--- config.mk ---
export PLATFORM = sky130hd
export DESIGN_NAME = cmmcc_div
export DESIGN_NICKNAME = d
export VERILOG_FILES = /design/src/hdl/cmmcc_pkg.sv /design/src/hdl/cmmcc_div.sv
export SDC_FILE = /design/constraint.sdc
export NUM_CORES = 1
export LEC_CHECK = 0
export BUFFER_PORTS_ARGS = -buffer_cell sky130_fd_sc_hd__buf_2
export CAP_MARGIN = 40
export CORE_MARGIN = 3
export CORE_UTILIZATION = 55
export DETAILED_ROUTE_END_ITERATION = 8
export PLACE_DENSITY = 0.78
export SYNTH_ARGS = -nofsm -noshare
export SYNTH_HDL_FRONTEND = slang
export SYNTH_SLANG_ARGS = --single-unit
export TNS_END_PERCENT = 10
--- constraint.sdc ---
create_clock -name clk_i -period 4 [get_ports clk_i]
set_input_delay 0.4 -clock clk_i [delete_from_list [all_inputs] [get_ports clk_i]]
set_output_delay 0.4 -clock clk_i [all_outputs]
set_load 0.02 [all_outputs]
--- src/hdl/cmmcc_pkg.sv ---
// Package for the confusion matrix / MCC unit: widths, stream layout and
// sequencer state type. No dependencies.
package cmmcc_pkg;

  // counter and coefficient format
  localparam int unsigned COUNT_WIDTH   = 32;
  localparam int unsigned FRACTION_BITS = 14;
  localparam int unsigned HALVE_LIMIT   = 25000;

  // halved counts and the products built from them
  localparam int unsigned HALF_W = $clog2(HALVE_LIMIT + 1);
  localparam int unsigned SUM_W  = HALF_W + 1;
  localparam int unsigned PAIR_W = 2 * SUM_W;
  localparam int unsigned PROD_W = 2 * PAIR_W;
  localparam int unsigned ROOT_W = PROD_W / 2;
  localparam int unsigned MAG_W  = 2 * HALF_W;
  localparam int unsigned QUO_W  = FRACTION_BITS + 1;
  localparam int unsigned CORR_W = FRACTION_BITS + 2;

  // port fields
  localparam int unsigned THR_W      = 16;
  localparam int unsigned CORR_OUT_W = 16;
  localparam int unsigned CNT_OUT_W  = 32;
  localparam int unsigned CMP_W      = (CORR_W > THR_W) ? CORR_W : THR_W;

  localparam int unsigned IN_FIELDS_W  = 3;
  localparam int unsigned IN_TDATA_W   = ((IN_FIELDS_W + 7) / 8) * 8;
  localparam int unsigned OUT_FIELDS_W = CORR_OUT_W + 2 + 4 * CNT_OUT_W;
  localparam int unsigned OUT_TDATA_W  = ((OUT_FIELDS_W + 7) / 8) * 8;

  localparam logic signed [THR_W-1:0] THR_RESET = 16'sd8192;

  typedef enum logic [3:0] {
    ST_IDLE,
    ST_LOAD,
    ST_HALVE,
    ST_MUL1,
    ST_MUL2,
    ST_ROOT_GO,
    ST_ROOT,
    ST_DIV,
    ST_DONE
  } cmmcc_state_e;

endpackage

--- src/hdl/cmmcc_div.sv ---
// Restoring divider, one quotient bit per cycle: (mag << FRACTION_BITS) / divisor.
// Needs mag <= divisor, so the quotient fits FRACTION_BITS+1 bits. Depends on cmmcc_pkg.
module cmmcc_div (
  input  logic                        clk_i,
  input  logic                        rst_ni,
  input  logic                        start_i,
  input  logic [cmmcc_pkg::MAG_W-1:0]  mag_i,
  input  logic [cmmcc_pkg::ROOT_W-1:0] divisor_i,
  output logic                        done_o,
  output logic [cmmcc_pkg::QUO_W-1:0]  quot_o
);
  import cmmcc_pkg::*;

  localparam int unsigned CNT_W = $clog2(QUO_W);

  logic [ROOT_W-1:0] rem_q, rem_d;
  logic [ROOT_W-1:0] dvs_q, dvs_d;
  logic [QUO_W-1:0]  sh_q, sh_d;
  logic [QUO_W-1:0]  quot_q, quot_d;
  logic [CNT_W-1:0]  cnt_q, cnt_d;
  logic              busy_q, busy_d;
  logic              done_q, done_d;
  logic [ROOT_W:0]   rem_sh;

  assign rem_sh = {rem_q, sh_q[QUO_W-1]};

  always_comb begin
    rem_d  = rem_q;
    dvs_d  = dvs_q;
    sh_d   = sh_q;
    quot_d = quot_q;
    cnt_d  = cnt_q;
    busy_d = busy_q;
    done_d = 1'b0;
    if (start_i) begin
      // upper dividend bits (mag >> 1) are already below the divisor
      rem_d  = ROOT_W'(mag_i >> 1);
      dvs_d  = divisor_i;
      sh_d   = {mag_i[0], {(QUO_W-1){1'b0}}};
      quot_d = '0;
      cnt_d  = '0;
      busy_d = 1'b1;
    end else if (busy_q) begin
      sh_d = {sh_q[QUO_W-2:0], 1'b0};
      if (rem_sh >= {1'b0, dvs_q}) begin
        rem_d  = ROOT_W'(rem_sh - {1'b0, dvs_q});
        quot_d = {quot_q[QUO_W-2:0], 1'b1};
      end else begin
        rem_d  = ROOT_W'(rem_sh);
        quot_d = {quot_q[QUO_W-2:0], 1'b0};
      end
      cnt_d = cnt_q + 1'b1;
      if (cnt_q == CNT_W'(QUO_W - 1)) begin
        busy_d = 1'b0;
        done_d = 1'b1;
      end
    end
  end

  always_ff @(posedge clk_i or negedge rst_ni) begin
    if (!rst_ni) begin
      cnt_q  <= '0;
      busy_q <= 1'b0;
      done_q <= 1'b0;
    end else begin
      cnt_q  <= cnt_d;
      busy_q <= busy_d;
      done_q <= done_d;
    end
  end

  always_ff @(posedge clk_i) begin
    rem_q  <= rem_d;
    dvs_q  <= dvs_d;
    sh_q   <= sh_d;
    quot_q <= quot_d;
  end

  assign done_o = done_q;
  assign quot_o = quot_q;

endmodule

==> reports/qor.yml <==
detailed_routing:
  drtIter0Drc: 253
  drcViolationCount: 0
  vias: 4231
  drtAntennaViolNets: 0
  routedWlPerCell_um: 15.2
  dr.pass1.iters: 5
  wl_um: 11400
  vias_per_cell: 5.62
synthesis:
  synth_edf_count: 62
  synth_cell_type_count: 57
  yosys.area.top_type: "edfxtp_1"
  synthesis.nets: 642
  syn_area_per_cell_um2: 9.74
  synthTopCellsByArea: "edfxtp_1 (35%), ha_1 (8.1%), a21oi_1 (7.0%)"
  ys.flop_type: "edfxtp_1"
  ys_ff_latch: 86
  synth.top_cell.area_share_pct: 35.3
  ys_seq_area_share_pct: 44.9
  syn-cell-area_um2: 5280
  netlist_instances: 542
  synth_warnings: 0
  async_flop_share_pct: 6.98
timing:
  finClkSkew_ns: 0.0165
  rsz0062_at_grt: "no"
  setup_viol: 0
  period_share_pct: 84.1
  fmax_ghz: 0.297
  tns_ns: 0
  finalWorstSetupSlack_ns: 0.637
  finalCriticalPeriod_ns: 3.36
  slew_violations: 0
  tightest_slew_ns: 0.817
  final-hold-violation-count: 0
  relSlewSlack_pct: 45.5
grt:
  grt_max_degree: 62
  track_usage_pct: 21.6
  grt_pass1_vias: 4196
  antenna_found_initial: 0
  globalRoute.totalOverflow: 0
  grt_pass1_wl_um: 19400
cells_and_area:
  layout_commonest_cell: "buf_2"
  fin_nets: 719
  multiInputGateArea_um2: 2650
  layout_common_cells: "buf_2 (79), a21oi_1 (74), edfxtp_1 (62)"
  antenna_cells: 0
  fillerInstances: 796
  area_delta_synth_final_pct: 13.2
  final-seq-area_um2: 2370
  drive_gt1_share_pct: 17.8
setup_path:
  crit_fanout: 24
  slowest_delay_ns: 0.42
  worst_ep_arrival_time_ns: 3.48
  path_buf_inv: 1
  crit_path_start_kind: "flop"
  path_cells: "ha_1 > a21o_1 > a221o_1 > nor2_2 > a211oi_1 > a211o_1 > a21oi_4 > o41a_1 > buf_12 > mux2i_1 > mux2_2"
  crit_type: "reg -> reg"
  cp_top_family: "compound AO/OA/AOI/OAI gates"
  required_ns: 4.12
  crit_path_end_kind: "flop"
  slowest_stage: "edfxtp_1"
hold_path:
  hp-class: "in -> reg"
placed_design:
  portBuffers: 80
  dp_hpwl_um: 8310
  gp_congestion: 0.897
  dp_slack_ns: 0.662
clock_tree:
  cts_setup_buffers: 0
  cts.sinks: 86
  cts-root-buf: "clkbuf_8"
  cts_buffer_depth: 2
  cts_resized: 0
  hold_buffers: 1
  clk_latency_ns: 0.37
  h-tree-depth: 3
  tritoncts: "done"
  clkTransAtPathRegs_ns: 0.10
  cts_made_buffers: 9
floorplanning:
  die_x_um: 104
  io_pins: 81
  die_height_um: 104
  core_region_area_um2: 9280
  start_util_pct: 56.9
  num_rows: 35
  design.die.area_um2: 10800
run_status:
  outcome: "finished clean"
power:
  power.leakage_nw: 2.69
  p_total_mw: 4.27
  ir_drop_mv: 0.295
  powerDensity_nw_per_um2: 714
job:
  maxCapViolCount: 0
metrics by stage:
step / cell area, um^2 / utilization, % / hold WS, ns / std cells
2_1_floorplan: 5280 / - / 0.104 / 542
3_3_place_gp: 5790 / 62.4 / 0.224 / 736
3_5_place_dp: 5790 / 62.4 / 0.229 / 736
4_1_cts: 5980 / 64.4 / 0.180 / 753
5_1_grt: 5980 / 64.4 / 0.168 / 753
6_report: 5980 / 64.4 / 0.196 / 753
metal layers:
metal	GRT usage [%]	wire length [um]	vias up	part of all wire, %
li1	-	-	2089	-
met1	27.9	5050	2016	44
met2	36.6	5630	107	49
met3	4.78	557	19	4.9
met4	6.46	190	0	1.7
met5	0	0	-	0
cells in the mapped netlist, types with 3 or more instances:
library cell / instances
and2_1: 3
nand3_1: 8
nor4_1: 3
buf_1: 4
inv_1: 39
o41ai_1: 3
o21ai_0: 19
o31ai_1: 4
or3_1: 5
nor3b_1: 3
nand2_1: 48
o21a_1: 4
a21o_1: 12
nor2_1: 40
nand2b_1: 8
xnor2_1: 14
nor2b_1: 28
ha_1: 34
nand4_1: 6
o21bai_1: 3
xor2_1: 17
mux2i_1: 17
buf_6: 3
dfxtp_1: 18
o211ai_1: 5
clkbuf_1: 11
dfrtp_1: 6
edfxtp_1: 62
a21oi_1: 74
a211oi_1: 8
final cells by class:
cell class,instances,area share (%)
multi-input combinational,396,44.3
sequential,86,39.7
timing repair buffer,87,7.87
tap,129,2.70
inverter,39,2.45
clock buffer,9,2.07
clock inverter,7,0.879
cells by family after synthesis:
logic type	Yosys count	share of synthesized area (%)
and+or+nand+nor	161	14.9
DFF	86	44.9
buffers and inverters	60	4.86
AOI/OAI and AO/OA	150	18.1
muxes	19	3.65
xor gates and xnor gates	31	5.14
adders and majority gates	35	8.44
registers in the layout, summed over array words and instances (netlist names):
name / count
dvs_q: 32
cnt_q: 4
done_o: 1
rem_q: 32
quot_o: 15
sh_q: 1
busy_q: 1
report_power, final:
part | total (mW) | internal (mW) | switching [mW]
registers | 1.34 | 1.21 | 0.131
clock network | 0.567 | 0.234 | 0.333
logic | 2.36 | 0.969 | 1.39
path summary, 6_finish.rpt:
path,cells after the start,from,to,slack [ns]
worst min register to register,2,rem_q[29],rem_q[29],0.51
worst max register to register,11,rem_q[7],rem_q[1],0.64
max in group asynchronous,2,rst_ni,cnt_q[2],3.48
worst max-delay path,11,rem_q[7],rem_q[1],0.64
worst min-delay path,1,divisor_i[13],dvs_q[13],0.20
min in group asynchronous,2,rst_ni,cnt_q[1],0.38
No activity file was read; power rests on OpenSTA's default activity.
