**src/hdl/cmmcc_pkg.sv**
```systemverilog
// Package for the confusion matrix / MCC unit: widths, stream layout and
// sequencer state type. No dependencies.
package cmmcc_pkg;

  // counter and coefficient format
  localparam int unsigned COUNT_WIDTH   = 32;
  localparam int unsigned FRACTION_BITS = 14;
  localparam int unsigned HALVE_LIMIT   = 25000;

  // halved counts and the products built from them
  localparam int unsigned HALF_W = $clog2(HALVE_LIMIT + 1);
  localparam int unsigned SUM_W  = HALF_W + 1;
  localparam int unsigned PAIR_W = 2 * SUM_W;
  localparam int unsigned PROD_W = 2 * PAIR_W;
  localparam int unsigned ROOT_W = PROD_W / 2;
  localparam int unsigned MAG_W  = 2 * HALF_W;
  localparam int unsigned QUO_W  = FRACTION_BITS + 1;
  localparam int unsigned CORR_W = FRACTION_BITS + 2;

  // port fields
  localparam int unsigned THR_W      = 16;
  localparam int unsigned CORR_OUT_W = 16;
  localparam int unsigned CNT_OUT_W  = 32;
  localparam int unsigned CMP_W      = (CORR_W > THR_W) ? CORR_W : THR_W;

  localparam int unsigned IN_FIELDS_W  = 3;
  localparam int unsigned IN_TDATA_W   = ((IN_FIELDS_W + 7) / 8) * 8;
  localparam int unsigned OUT_FIELDS_W = CORR_OUT_W + 2 + 4 * CNT_OUT_W;
  localparam int unsigned OUT_TDATA_W  = ((OUT_FIELDS_W + 7) / 8) * 8;

  localparam logic signed [THR_W-1:0] THR_RESET = 16'sd8192;

  typedef enum logic [3:0] {
    ST_IDLE,
    ST_LOAD,
    ST_HALVE,
    ST_MUL1,
    ST_MUL2,
    ST_ROOT_GO,
    ST_ROOT,
    ST_DIV,
    ST_DONE
  } cmmcc_state_e;

endpackage

```
**src/hdl/cmmcc_sqrt.sv**
```systemverilog
// Bit-serial floor square root, two radicand bits per cycle.
// Depends on cmmcc_pkg.
module cmmcc_sqrt (
  input  logic                        clk_i,
  input  logic                        rst_ni,
  input  logic                        start_i,
  input  logic [cmmcc_pkg::PROD_W-1:0] radicand_i,
  output logic                        done_o,
  output logic [cmmcc_pkg::ROOT_W-1:0] root_o
);
  import cmmcc_pkg::*;

  localparam int unsigned REM_W = ROOT_W + 2;
  localparam int unsigned CNT_W = $clog2(ROOT_W);

  logic [PROD_W-1:0] rad_q, rad_d;
  logic [REM_W-1:0]  rem_q, rem_d;
  logic [ROOT_W-1:0] root_q, root_d;
  logic [CNT_W-1:0]  cnt_q, cnt_d;
  logic              busy_q, busy_d;
  logic              done_q, done_d;
  logic [REM_W+1:0]  rem_sh;
  logic [REM_W+1:0]  trial;

  assign rem_sh = {rem_q, rad_q[PROD_W-1 -: 2]};
  assign trial  = (REM_W + 2)'({root_q, 2'b01});

  always_comb begin
    rad_d  = rad_q;
    rem_d  = rem_q;
    root_d = root_q;
    cnt_d  = cnt_q;
    busy_d = busy_q;
    done_d = 1'b0;
    if (start_i) begin
      rad_d  = radicand_i;
      rem_d  = '0;
      root_d = '0;
      cnt_d  = '0;
      busy_d = 1'b1;
    end else if (busy_q) begin
      rad_d = {rad_q[PROD_W-3:0], 2'b00};
      if (rem_sh >= trial) begin
        rem_d  = REM_W'(rem_sh - trial);
        root_d = {root_q[ROOT_W-2:0], 1'b1};
      end else begin
        rem_d  = REM_W'(rem_sh);
        root_d = {root_q[ROOT_W-2:0], 1'b0};
      end
      cnt_d = cnt_q + 1'b1;
      if (cnt_q == CNT_W'(ROOT_W - 1)) begin
        busy_d = 1'b0;
        done_d = 1'b1;
      end
    end
  end

  always_ff @(posedge clk_i or negedge rst_ni) begin
    if (!rst_ni) begin
      cnt_q  <= '0;
      busy_q <= 1'b0;
      done_q <= 1'b0;
    end else begin
      cnt_q  <= cnt_d;
      busy_q <= busy_d;
      done_q <= done_d;
    end
  end

  always_ff @(posedge clk_i) begin
    rad_q  <= rad_d;
    rem_q  <= rem_d;
    root_q <= root_d;
  end

  assign done_o = done_q;
  assign root_o = root_q;

endmodule

```
**config.mk**
```make
export PLATFORM = sky130hd
export DESIGN_NAME = cmmcc_sqrt
export DESIGN_NICKNAME = d
export VERILOG_FILES = /design/src/hdl/cmmcc_pkg.sv /design/src/hdl/cmmcc_sqrt.sv
export SDC_FILE = /design/constraint.sdc
export NUM_CORES = 1
export LEC_CHECK = 0
export ABC_CLOCK_PERIOD_IN_PS = 4100
export BUFFER_PORTS_ARGS = -buffer_cell sky130_fd_sc_hd__buf_2
export CORE_ASPECT_RATIO = 1.4
export CORE_MARGIN = 2
export CORE_UTILIZATION = 45
export DETAILED_ROUTE_END_ITERATION = 10
export PLACE_DENSITY = 0.72
export SYNTH_ARGS = -nofsm -noshare
export SYNTH_HDL_FRONTEND = slang
export SYNTH_SLANG_ARGS = --single-unit
```
**constraint.sdc**
```tcl
create_clock -name clk_i -period 4.1 [get_ports clk_i]
set_clock_uncertainty 0.1 [all_clocks]
set_input_delay 0.82 -clock clk_i [delete_from_list [all_inputs] [get_ports clk_i]]
set_output_delay 0.82 -clock clk_i [all_outputs]
set_load 0.005 [all_outputs]
```
==> PnR_summary.wiki, run 1 <==
{| class="wikitable"
! Metric !! Value
|-
| Result of the run || finished clean
|-
| H-Tree Level Count || 4
|-
| Sequential-to-total area share from yosys stat || 44.8%
|-
| Starting Density || 45.8%
|-
| Vias after detailed routing || 5,670
|-
| Min Tclk post-route || 3.41 ns
|-
| Post-synth design cell area || 7630 um^2
|-
| Worst Setup End Kind || flip-flop
|-
| Worst setup slack for register-to-register paths || 0.69 ns
|-
| Transition time at the pin with the least slew margin || 1.15 ns
|-
| Post-DP HPWL || 11.5 mm
|-
| Critical path launch point type || flip-flop
|-
| Arrival time at the worst endpoint || 3.65 ns
|-
| Multiplexer share of the synthesized area || 16.7%
|-
| Clock tree from TritonCTS || yes
|-
| NumNets Final || 926
|-
| Row count || 56
|-
| Warnings from Yosys || 0
|-
| Routed vias/inst || 5.46
|-
| Most frequently used flop master after synthesis || sky130_fd_sc_hd__dfxtp_1
|-
| Unrepaired setup endpoints after global routing || no
|-
| Main combinational cell family by area after synthesis || multiplexers
|-
| Vias in the first global route || 5,587
|-
| Synthesized-area fraction occupied by ao, oa, aoi and oai cells || 14.0%
|-
| Maximum number of pins on one net before global-route repair || 98
|-
| Count of boundary I/O pins || 100
|-
| Maximum fanout along the worst path || 23
|-
| DIE AREA || 18,000 um^2
|-
| Count of fill cells added during filler insertion || 1,505
|-
| DRT Pass-1 Iters || 4
|-
| Total routed wirelength || 16.2 mm
|-
| Number of flops mapped to enable cells by yosys || 64
|-
| Footprint of the flip-flops and latches || 3420 um^2
|-
| Routed length per instance || 15.6 um
|-
| FMAX || 293 MHz
|-
| Synthesized netlist net count || 843
|-
| Antenna Nets Post-Route || 0
|-
| Setup TNS || 0 ns
|-
| Maximum VDD drop || 0.344 mV
|-
| Max Transition Viols Final || 0
|-
| Later-pin clock latency in the skew report || 0.42 ns
|-
| Xor and xnor area share after synthesis || 2.87%
|-
| Worst setup path category || reg2reg
|-
| Count of unique library cells instantiated by Yosys || 70
|-
| P&R area growth vs syn || 16.2%
|-
| Global placer's final weighted congestion || 0.866
|-
| Clock-pin transition on the worst setup and hold timing paths || 0.06 ns
|-
| Number of remaining DRC errors || 0
|-
| Worst slew slack as a fraction of its limit || 23.0%
|-
| Inserted Diodes || 0
|-
| Number of maximum-capacitance constraint violations || 0
|-
| Number of synthesized register bits || 137
|-
| CTS Root Cell || sky130_fd_sc_hd__clkbuf_16
|-
| Req. time, crit path || 4.34 ns
|-
| Total of hold buffers inserted after clock tree synthesis || 0
|-
| Count of input and output buffers || 99
|-
| Final setup violation count || 0
|-
| Worst hold-check path type || in2async
|-
| Final hold slack || 0.124 ns
|-
| Global Route Usage Sum || 18.5%
|-
| Overflow left after global routing || 0
|-
| Count of cells along the worst register-to-register path || 11
|-
| Ratio of cells with drive above 1 in the final layout || 25.0%
|-
| Core Box Area || 16,700 um^2
|-
| Post CTS Setup Buffer Count || 0
|-
| R2r endpoint || rem_q[5]$_SDFFE_PP0P_
|-
| Footprint of the multi-input gates || 3850 um^2
|-
| Clock sinks || 137
|-
| Beginning of the worst register-to-register path || root_o[18]$_SDFFE_PP0P_
|-
| Post-CTS resize count || 0
|-
| Ys async rst share || 5.11%
|-
| Final hold violation count || 0
|-
| Number of standard cells after synthesis || 740
|-
| Max clock buf depth || 2
|-
| Post-synthesis area per instance || 10.3 um^2
|-
| Share of the cycle needed by the critical path after routing || 83.1%
|-
| Pleak || 4.05 nW
|-
| Simple-gate share of the synthesized area || 10.8%
|-
| Die Span Y || 158 um
|-
| Count of routing violations after the opening detailed-route iteration || 298
|-
| Antenna violations before repair || 0
|-
| Number of buffers created by CTS || 17
|-
| Die span in x || 114 um
|-
| Global-route wire length before repair || 26.5 mm
|-
| Post-synthesis share of cell area spent on full adders, half adders and majority gates || 5.90%
|-
| Power per unit of standard cell area || 709 nW/um^2
|-
| Core utilization of the finished layout || 53.2%
|}
## metal layers
layer | wire length [um] | GRT usage, %
met1 | 6670 | 20.8
met2 | 8250 | 32.2
met3 | 982 | 6.32
met4 | 270 | 7.08
met5 | 0 | 0
## final cells by class
class	instances	share of cell area (%)
clock inverter	14	1.75
tap	203	2.86
sequential	137	38.6
clock buffer	18	4.84
inverter	50	2.12
multi-input combinational	512	43.4
timing repair buffer	105	6.40
## synth_stat cells (3+ instances only)
master	instances	area share, %
sky130_fd_sc_hd__nor2_1	83	4.1
sky130_fd_sc_hd__dfxtp_1	66	17
sky130_fd_sc_hd__edfxtp_1	64	25
sky130_fd_sc_hd__mux2_2	62	9.1
sky130_fd_sc_hd__mux2i_1	56	7.3
sky130_fd_sc_hd__inv_1	50	2.5
sky130_fd_sc_hd__ha_1	36	5.9
sky130_fd_sc_hd__nand2_1	34	1.7
sky130_fd_sc_hd__a211oi_1	30	3.0
sky130_fd_sc_hd__a21oi_1	26	1.7
sky130_fd_sc_hd__clkbuf_1	22	1.1
sky130_fd_sc_hd__nand3_1	17	1.1
sky130_fd_sc_hd__o21ai_0	17	1.1
sky130_fd_sc_hd__a21o_1	16	1.6
sky130_fd_sc_hd__xnor2_1	15	1.7
sky130_fd_sc_hd__xor2_1	10	1.1
sky130_fd_sc_hd__buf_1	9	0.44
sky130_fd_sc_hd__nand4_1	9	0.74
sky130_fd_sc_hd__nor3_1	9	0.59
sky130_fd_sc_hd__a31oi_1	8	0.66
sky130_fd_sc_hd__and3_1	8	0.66
sky130_fd_sc_hd__dfrtp_1	7	2.3
sky130_fd_sc_hd__buf_2	6	0.39
sky130_fd_sc_hd__nand2b_1	5	0.41
sky130_fd_sc_hd__o211ai_1	5	0.49
sky130_fd_sc_hd__o21a_1	5	0.49
sky130_fd_sc_hd__and2_1	4	0.33
sky130_fd_sc_hd__a311oi_1	3	0.34
sky130_fd_sc_hd__buf_6	3	0.44
sky130_fd_sc_hd__nor4_1	3	0.25
sky130_fd_sc_hd__o221ai_1	3	0.34
sky130_fd_sc_hd__o311ai_0	3	0.34
## power by group
| group | total [mW] | leakage [nW] | internal [mW] | switching [mW] |
|---|---|---|---|---|
| Clock | 1.53 | 0.285 | 0.948 | 0.579 |
| Combinational | 2.98 | 2.45 | 1.36 | 1.63 |
| Sequential | 1.78 | 1.31 | 1.66 | 0.124 |
| Total | 6.29 | 4.05 | 3.96 | 2.33 |
## cell usage in the layout (no fill, tap or decap), types with 16 or more instances in the layout
cell type / instances
sky130_fd_sc_hd__clkbuf_16: 17
sky130_fd_sc_hd__buf_2: 98
sky130_fd_sc_hd__inv_1: 50
sky130_fd_sc_hd__mux2i_1: 56
sky130_fd_sc_hd__a211oi_1: 30
sky130_fd_sc_hd__o21ai_0: 17
sky130_fd_sc_hd__nand2_1: 33
sky130_fd_sc_hd__a21o_1: 16
sky130_fd_sc_hd__dfxtp_1: 66
sky130_fd_sc_hd__edfxtp_1: 64
sky130_fd_sc_hd__ha_1: 36
sky130_fd_sc_hd__mux2_2: 62
sky130_fd_sc_hd__nor2_1: 83
sky130_fd_sc_hd__nand3_1: 17
sky130_fd_sc_hd__a21oi_1: 26
## stage by stage
stage	setup slack (ns)	std cells	cell area, um^2	total power [mW]
floorplan	0.896	740	7630	4.17
global placement	0.841	1007	8290	4.73
detailed placement	0.710	1007	8290	4.77
CTS	0.685	1039	8870	6.33
global route	0.434	1039	8870	6.70
finish	0.692	1039	8870	6.29
## state kept, by name, indices dropped and copies added, names as in the netlist
signal / flops
rad_q: 64
rem_q: 34
busy_q: 1
cnt_q: 5
done_o: 1
root_o: 32
## cells by family after synthesis
kind of cell	count (synthesis)
AND/OR/NAND/NOR	182
flip-flops	137
buffers and inverters	91
multiplexers	119
AO/OA/AOI/OAI	150
XOR/XNOR	25
adder cells (fa/ha/maj)	36
## critical path, cell delays in order (launching register included)
cell and delay [ns]:
sky130_fd_sc_hd__dfxtp_1 0.36, sky130_fd_sc_hd__inv_1 0.06, sky130_fd_sc_hd__ha_1 0.40, sky130_fd_sc_hd__nand3_1 0.13, sky130_fd_sc_hd__nor3_1 0.42, sky130_fd_sc_hd__a211oi_1 0.10, sky130_fd_sc_hd__a22oi_1 0.31, sky130_fd_sc_hd__nand2_1 0.21
sky130_fd_sc_hd__o21bai_4 0.46, sky130_fd_sc_hd__buf_12 0.26, sky130_fd_sc_hd__mux2_4 0.32, sky130_fd_sc_hd__a211oi_2 0.21
## how the worst max path moves through the flow
stage / slack (ns) / to / start / cells past startpoint
6_report: 0.69 / rem_q[5]$_SDFFE_PP0P_ / root_o[18]$_SDFFE_PP0P_ / 11
5_1_grt: 0.43 / rem_q[5]$_SDFFE_PP0P_ / root_o[18]$_SDFFE_PP0P_ / 11
4_1_cts: 0.68 / rem_q[5]$_SDFFE_PP0P_ / root_o[18]$_SDFFE_PP0P_ / 11
3_5_place_dp: 0.71 / rem_q[5]$_SDFFE_PP0P_ / root_o[18]$_SDFFE_PP0P_ / 11
3_3_place_gp: 0.84 / rem_q[5]$_SDFFE_PP0P_ / root_o[18]$_SDFFE_PP0P_ / 11
2_1_floorplan: 0.90 / rad_q[0]$_SDFFCE_PN0P_ / start_i / 4
Power figures use the tool's default switching activity.
==> inputs of run 2 (changes only) <==
ABC_CLOCK_PERIOD_IN_PS = 2940   (was 4100)
PLACE_DENSITY = 0.74   (was 0.72)
clock period = 2.94 ns   (was 4.1 ns; I/O delays follow)
==> run 2 against run 1 <==
Effect of this change: non-clock buffer count grew 52; first-iteration DRC count rose by 1.7%; die area unchanged; global-route usage up 1.3 points; sequential share of layout area is 2.2 points lower; largest power group unchanged; clock power is 37% higher.
==> PnR_summary.wiki, run 2 (synthesized netlist as in run 1, its figures left out) <==
{| class="wikitable"
! Metric !! Value
|-
| Result of the run || finished clean
|-
| Most frequent standard cell in the layout excluding fill and tap cells || sky130_fd_sc_hd__buf_2
|-
| FMAX || 355 MHz
|-
| Count of routing violations after the opening detailed-route iteration || 303
|-
| Hold_sp || radicand_i[1]
|-
| List of cells traversed by the critical path || inv_1 > ha_1 > a21o_1 > a21o_1 > a21oi_2 > a31oi_1 > a2111o_1 > o21bai_4 > buf_12 > buf_12 > mux2i_2 > a211oi_1
|-
| Worst setup slack for register-to-register paths || 0.12 ns
|-
| Number of instances in the placed design || 1,056
|-
| Count of input and output buffers || 99
|-
| Overflow left after global routing || 0
|-
| Maximum VDD drop || 0.548 mV
|-
| Min Tclk post-route || 2.82 ns
|-
| Routed vias/inst || 5.51
|-
| Starting Density || 45.8%
|-
| Transition time at the pin with the least slew margin || 0.681 ns
|-
| Number of maximum-capacitance constraint violations || 0
|-
| Clock share of power || 21.7%
|-
| Top delay family on crit path || compound AO/OA/AOI/OAI gates
|-
| Global Route Usage Sum || 19.8%
|-
| CTS Root Cell || sky130_fd_sc_hd__clkbuf_16
|-
| Maximum fanout along the worst path || 10
|-
| Proportion of power drawn by combinational gates || 52.2%
|-
| Power per unit of standard cell area || 1020 nW/um^2
|-
| Buffers plus inverters on the worst setup path || 3
|-
| Ratio of cells with drive above 1 in the final layout || 32.1%
|-
| Beginning of the worst register-to-register path || root_o[27]$_SDFFE_PP0P_
|-
| Die Span Y || 158 um
|-
| Setup TNS || 0 ns
|-
| Antenna Nets Post-Route || 0
|-
| Later-pin clock latency in the skew report || 0.42 ns
|-
| Vias after detailed routing || 6,007
|-
| Final setup violation count || 0
|-
| Post-DP HPWL || 12.5 mm
|-
| NumNets Final || 978
|-
| Sequential Power Share || 26.1%
|-
| Net Sw Frac || 36.4%
|-
| Pleak || 4.32 nW
|-
| Critical path launch point type || flip-flop
|-
| Die span in x || 114 um
|-
| Antenna violations before repair || 0
|-
| Vias in the first global route || 6,135
|-
| Worst hold-check path type || in2reg
|-
| H-Tree Level Count || 4
|-
| Arrival time at the worst endpoint || 3.05 ns
|-
| Worst slew slack as a fraction of its limit || 54.6%
|-
| Number of remaining DRC errors || 0
|-
| Clock tree from TritonCTS || yes
|-
| Worst Setup End Kind || flip-flop
|-
| Worst stage delay on the critical path || 0.40 ns
|-
| Global placer's final weighted congestion || 0.913
|-
| Global-route wire length before repair || 28.4 mm
|-
| Total routed wirelength || 17.4 mm
|-
| Count of boundary I/O pins || 100
|-
| Max Transition Viols Final || 0
|-
| Leading cell types in the layout, fill and taps excluded || sky130_fd_sc_hd__buf_2 (98), sky130_fd_sc_hd__nor2_1 (83), sky130_fd_sc_hd__edfxtp_1 (64), sky130_fd_sc_hd__dfxtp_1 (64), sky130_fd_sc_hd__mux2_2 (62)
|-
| Routed length per instance || 16.0 um
|-
| Req. time, crit path || 3.17 ns
|-
| Maximum number of pins on one net before global-route repair || 85
|-
| Inserted Diodes || 0
|-
| Final hold slack || 0.349 ns
|-
| Count of fill cells added during filler insertion || 1,478
|-
| Core Box Area || 16,700 um^2
|-
| Final hold violation count || 0
|-
| Clock sinks || 137
|-
| Switching pwr || 3.50 mW
|-
| P&R area growth vs syn || 23.4%
|-
| Share of the cycle needed by the critical path after routing || 95.8%
|-
| DRT Pass-1 Iters || 4
|-
| Number of flip-flops in the largest register || 64
|-
| Row count || 56
|-
| Top reg by flops || rad_q
|-
| Crit-path slowest cell || sky130_fd_sc_hd__a2111o_1
|-
| Count of non-filler cells in the finished layout || 1,091
|-
| DIE AREA || 18,000 um^2
|-
| Clock-pin transition on the worst setup and hold timing paths || 0.06 ns
|-
| Number of buffers created by CTS || 17
|-
| Max clock buf depth || 2
|-
| Internal Dissipation || 6.11 mW
|-
| Worst setup path category || reg2reg
|-
| Timing startpoint of the critical path || root_o[27]$_SDFFE_PP0P_
|}
## run 2: cell count changes in the layout (fill, tap and decap cells not counted), sizes merged
cell | before | now
clkinv | 8 | 4
bufinv | 3 | 2
inv | 51 | 50
buf | 105 | 156
clkinvlp | 2 | 1
dlygate4sd3 | 0 | 1
clkbuf | 18 | 25
## run 2: final timing paths
| kind | cells after the start | to |
|---|---|---|
| min in group asynchronous | 2 | done_o$_DFF_PN0_ |
| setup reg to reg | 12 | rem_q[23]$_SDFFE_PP0P_ |
| setup / recovery | 12 | rem_q[23]$_SDFFE_PP0P_ |
| max in group asynchronous | 2 | busy_q$_DFF_PN0_ |
| hold / removal | 2 | rad_q[1]$_SDFFCE_PN0P_ |
| hold reg to reg | 2 | rem_q[33]$_SDFFE_PP0P_ |
## run 2: per-stage QoR
| stage | setup slack, ns | util (%) | power (mW) | area [um^2] |
|---|---|---|---|---|
| after floorplan | 0.203 | - | 5.81 | 7640 |
| after global routing | -0.00108 | 56.5 | 10.2 | 9420 |
| final | 0.122 | 56.5 | 9.61 | 9420 |
| after CTS | 0.0425 | 55.7 | 9.38 | 9290 |
| after detailed placement | -0.0202 | 52.0 | 7.18 | 8680 |
| after global placement | -0.0218 | 52.0 | 7.13 | 8680 |
## run 2: layout make-up
type	count	area [um^2]	area share [%]
Clock buffer	25	485	5.15
Clock inverter	7	91.3	0.970
Timing Repair Buffer	157	998	10.6
Sequential cell	137	3420	36.4
Inverter	50	188	1.99
Multi-Input combinational cell	512	3980	42.2
Tap cell	203	254	2.70
## run 2: power groups by stage
stage                     combinational, mW  sequential (mW)  clock [mW]
final                                  5.01             2.51        2.09
after global routing                   5.45             2.54        2.22
after CTS                              4.75             2.50        2.14
after detailed placement               4.65             2.53           0
after global placement                 4.60             2.53           0
after floorplan                        3.35             2.47           0
## run 2: metal layers
metal  track usage [%]  share of wire, %  vias up  wire length (um)
met4              9.76               3.4        0               592
met5                 0                 0        -                 0
met3              6.24               5.3       51               928
li1                  -                 -     2978                 -
met2              34.6                51      134              8850
met1              21.6                41     2844              7070
## run 2: repair_timing
action                                  CTS  global route
setup buffers                             1             1
hold endpoints to repair                  7             0
gates resized for setup                   0            32
pin swaps                                 1            11
endpoints found under the setup margin   12            34
hold buffers                              1             0
## run 2: worst register-to-register path, cell delays in order, from the launching register on
cell	delay [ns]
sky130_fd_sc_hd__dfxtp_1	0.33
sky130_fd_sc_hd__inv_1	0.05
sky130_fd_sc_hd__ha_1	0.30
sky130_fd_sc_hd__a21o_1	0.21
sky130_fd_sc_hd__a21o_1	0.19
sky130_fd_sc_hd__a21oi_2	0.15
sky130_fd_sc_hd__a31oi_1	0.12
sky130_fd_sc_hd__a2111o_1	0.40
sky130_fd_sc_hd__o21bai_4	0.20
sky130_fd_sc_hd__buf_12	0.15
sky130_fd_sc_hd__buf_12	0.15
sky130_fd_sc_hd__mux2i_2	0.16
sky130_fd_sc_hd__a211oi_1	0.23
==> inputs of run 3 (changes only) <==
ABC_CLOCK_PERIOD_IN_PS = unset   (was 2940)
CAP_MARGIN = 0   (was unset)
RECOVER_POWER = 50   (was unset)
==> run 3 against run 2 <==
Effect of this change: design area decreased by 0.19%; register-to-register slack about the same; final cell count unchanged; critical path type unchanged; largest cell class unchanged.
==> PnR_summary.wiki, run 3 (synthesized netlist as in run 1, its figures left out) <==
{| class="wikitable"
! Metric !! Value
|-
| Die Span Y || 158 um
|-
| Count of input and output buffers || 99
|-
| Crit-path slowest cell || sky130_fd_sc_hd__a2111o_1
|-
| Buffers plus inverters on the worst setup path || 3
|-
| FMAX || 355 MHz
|-
| Worst Setup End Kind || flip-flop
|-
| Count of routing violations after the opening detailed-route iteration || 300
|-
| Count of boundary I/O pins || 100
|-
| Result of the run || finished clean
|-
| Inserted Diodes || 0
|-
| Core Box Area || 16,700 um^2
|-
| Maximum VDD drop || 0.545 mV
|-
| Power per unit of standard cell area || 1020 nW/um^2
|-
| Antenna violations before repair || 0
|-
| Core utilization of the finished layout || 56.4%
|-
| Vias in the first global route || 6,135
|-
| Internal Dissipation || 6.11 mW
|-
| Global-route wire length before repair || 28.4 mm
|-
| Maximum fanout along the worst path || 10
|-
| Leading cell types in the layout, fill and taps excluded || sky130_fd_sc_hd__buf_2 (94), sky130_fd_sc_hd__nor2_1 (83), sky130_fd_sc_hd__edfxtp_1 (64), sky130_fd_sc_hd__dfxtp_1 (64), sky130_fd_sc_hd__mux2_2 (62)
|-
| Max Transition Viols Final || 0
|-
| Routed length per instance || 15.9 um
|-
| Count of fill cells added during filler insertion || 1,485
|-
| Post-DP HPWL || 12.5 mm
|-
| Clock-pin transition on the worst setup and hold timing paths || 0.06 ns
|-
| Final hold violation count || 0
|-
| Switching pwr || 3.49 mW
|-
| Maximum number of pins on one net before global-route repair || 85
|-
| Worst setup path category || reg2reg
|-
| Worst slew slack as a fraction of its limit || 17.7%
|-
| Worst stage delay on the critical path || 0.40 ns
|-
| Worst setup slack for register-to-register paths || 0.12 ns
|-
| Sequential Power Share || 26.1%
|-
| Proportion of power drawn by combinational gates || 52.2%
|-
| H-Tree Level Count || 4
|-
| Net Sw Frac || 36.4%
|-
| Starting Density || 45.8%
|-
| Top delay family on crit path || compound AO/OA/AOI/OAI gates
|-
| Global Route Usage Sum || 19.8%
|-
| List of cells traversed by the critical path || inv_1 > ha_1 > a21o_1 > a21o_1 > a21oi_2 > a31oi_1 > a2111o_1 > o21bai_4 > buf_12 > buf_12 > mux2i_2 > a211oi_1
|-
| DIE AREA || 18,000 um^2
|-
| Share of the cycle needed by the critical path after routing || 95.9%
|-
| Clock share of power || 21.7%
|-
| Number of maximum-capacitance constraint violations || 0
|-
| Die span in x || 114 um
|-
| Clock tree from TritonCTS || yes
|-
| Worst hold-check path type || in2reg
|-
| Final setup violation count || 0
|-
| Pleak || 4.29 nW
|-
| Most frequent standard cell in the layout excluding fill and tap cells || sky130_fd_sc_hd__buf_2
|-
| DRT Pass-1 Iters || 4
|-
| NumNets Final || 978
|-
| Vias after detailed routing || 6,002
|-
| Number of buffers created by CTS || 17
|-
| Overflow left after global routing || 0
|-
| Min setup slack post-route || 0.120 ns
|-
| Min Tclk post-route || 2.82 ns
|-
| Transition time at the pin with the least slew margin || 1.23 ns
|-
| Ratio of cells with drive above 1 in the final layout || 31.3%
|-
| P&R area growth vs syn || 23.2%
|-
| Total routed wirelength || 17.4 mm
|-
| Critical path launch point type || flip-flop
|-
| Top reg by flops || rad_q
|-
| Number of flip-flops in the largest register || 64
|-
| Routed vias/inst || 5.50
|-
| CTS Root Cell || sky130_fd_sc_hd__clkbuf_16
|-
| Req. time, crit path || 3.17 ns
|-
| Global placer's final weighted congestion || 0.913
|-
| Later-pin clock latency in the skew report || 0.42 ns
|-
| Antenna Nets Post-Route || 0
|-
| Row count || 56
|-
| Arrival time at the worst endpoint || 3.05 ns
|-
| Placement-stage worst setup slack || -0.0202 ns
|-
| Number of remaining DRC errors || 0
|-
| Clock sinks || 137
|-
| Max clock buf depth || 2
|}
-- run 3: what timing repair did --
item	4_1_cts	5_1_grt
buffers inserted	1	1
setup endpoints to repair	12	34
pin swaps	1	11
resized for setup	0	32
gates cloned	0	0
endpoints found under the hold margin	7	0
hold buffers	1	0
-- run 3: worst reg2reg max path: stages (launching register included) --
cell	delay [ns]
sky130_fd_sc_hd__dfxtp_1	0.33
sky130_fd_sc_hd__inv_1	0.05
sky130_fd_sc_hd__ha_1	0.30
sky130_fd_sc_hd__a21o_1	0.21
sky130_fd_sc_hd__a21o_1	0.19
sky130_fd_sc_hd__a21oi_2	0.15
sky130_fd_sc_hd__a31oi_1	0.12
sky130_fd_sc_hd__a2111o_1	0.40
sky130_fd_sc_hd__o21bai_4	0.20
sky130_fd_sc_hd__buf_12	0.15
sky130_fd_sc_hd__buf_12	0.15
sky130_fd_sc_hd__mux2i_2	0.16
sky130_fd_sc_hd__a211oi_1	0.22
-- run 3: stage by stage --
stage	cell area, um^2	TNS, ns	total power [mW]	cells	hold WS, ns
floorplan	7640	0	5.81	740	0.192
global placement	8680	-0.0250	7.13	1056	0.335
detailed placement	8680	-0.0578	7.18	1056	0.337
CTS	9290	0	9.38	1090	0.336
global route	9400	-0.00132	10.2	1091	0.353
finish	9400	0	9.60	1091	0.349
-- run 3: power by group through the flow --
stage	Clock, mW	Combinational [mW]	Sequential, mW
after floorplan	0	3.35	2.47
after global placement	0	4.60	2.53
after detailed placement	0	4.65	2.53
after CTS	2.14	4.75	2.50
after global routing	2.22	5.45	2.54
final	2.09	5.01	2.51
-- run 3: cell type report --
class / instances / area (um^2) / area share (%)
inverters: 50 / 188 / 2.00
multi-input cells: 512 / 3980 / 42.3
clock inverters: 7 / 91.3 / 0.971
flip-flops and latches: 137 / 3420 / 36.4
clock buffers: 25 / 485 / 5.16
well taps: 203 / 254 / 2.70
repair buffers: 157 / 983 / 10.5
-- run 3: worst paths after layout --
path	start	end	cells after the start
setup / recovery	root_o[27]$_SDFFE_PP0P_	rem_q[23]$_SDFFE_PP0P_	12
hold / removal	radicand_i[1]	rad_q[1]$_SDFFCE_PN0P_	2
setup reg to reg	root_o[27]$_SDFFE_PP0P_	rem_q[23]$_SDFFE_PP0P_	12
hold reg to reg	rem_q[33]$_SDFFE_PP0P_	rem_q[33]$_SDFFE_PP0P_	2
max in group asynchronous	rst_ni	busy_q$_DFF_PN0_	2
min in group asynchronous	rst_ni	done_o$_DFF_PN0_	2
-- run 3: layer usage --
metal	global-route usage, %	share of wire, %	vias to the layer above
met5	0	0	-
met4	9.76	3.1	0
met3	6.24	5.6	46
met2	34.6	51	143
met1	21.6	40	2834
li1	-	-	2979
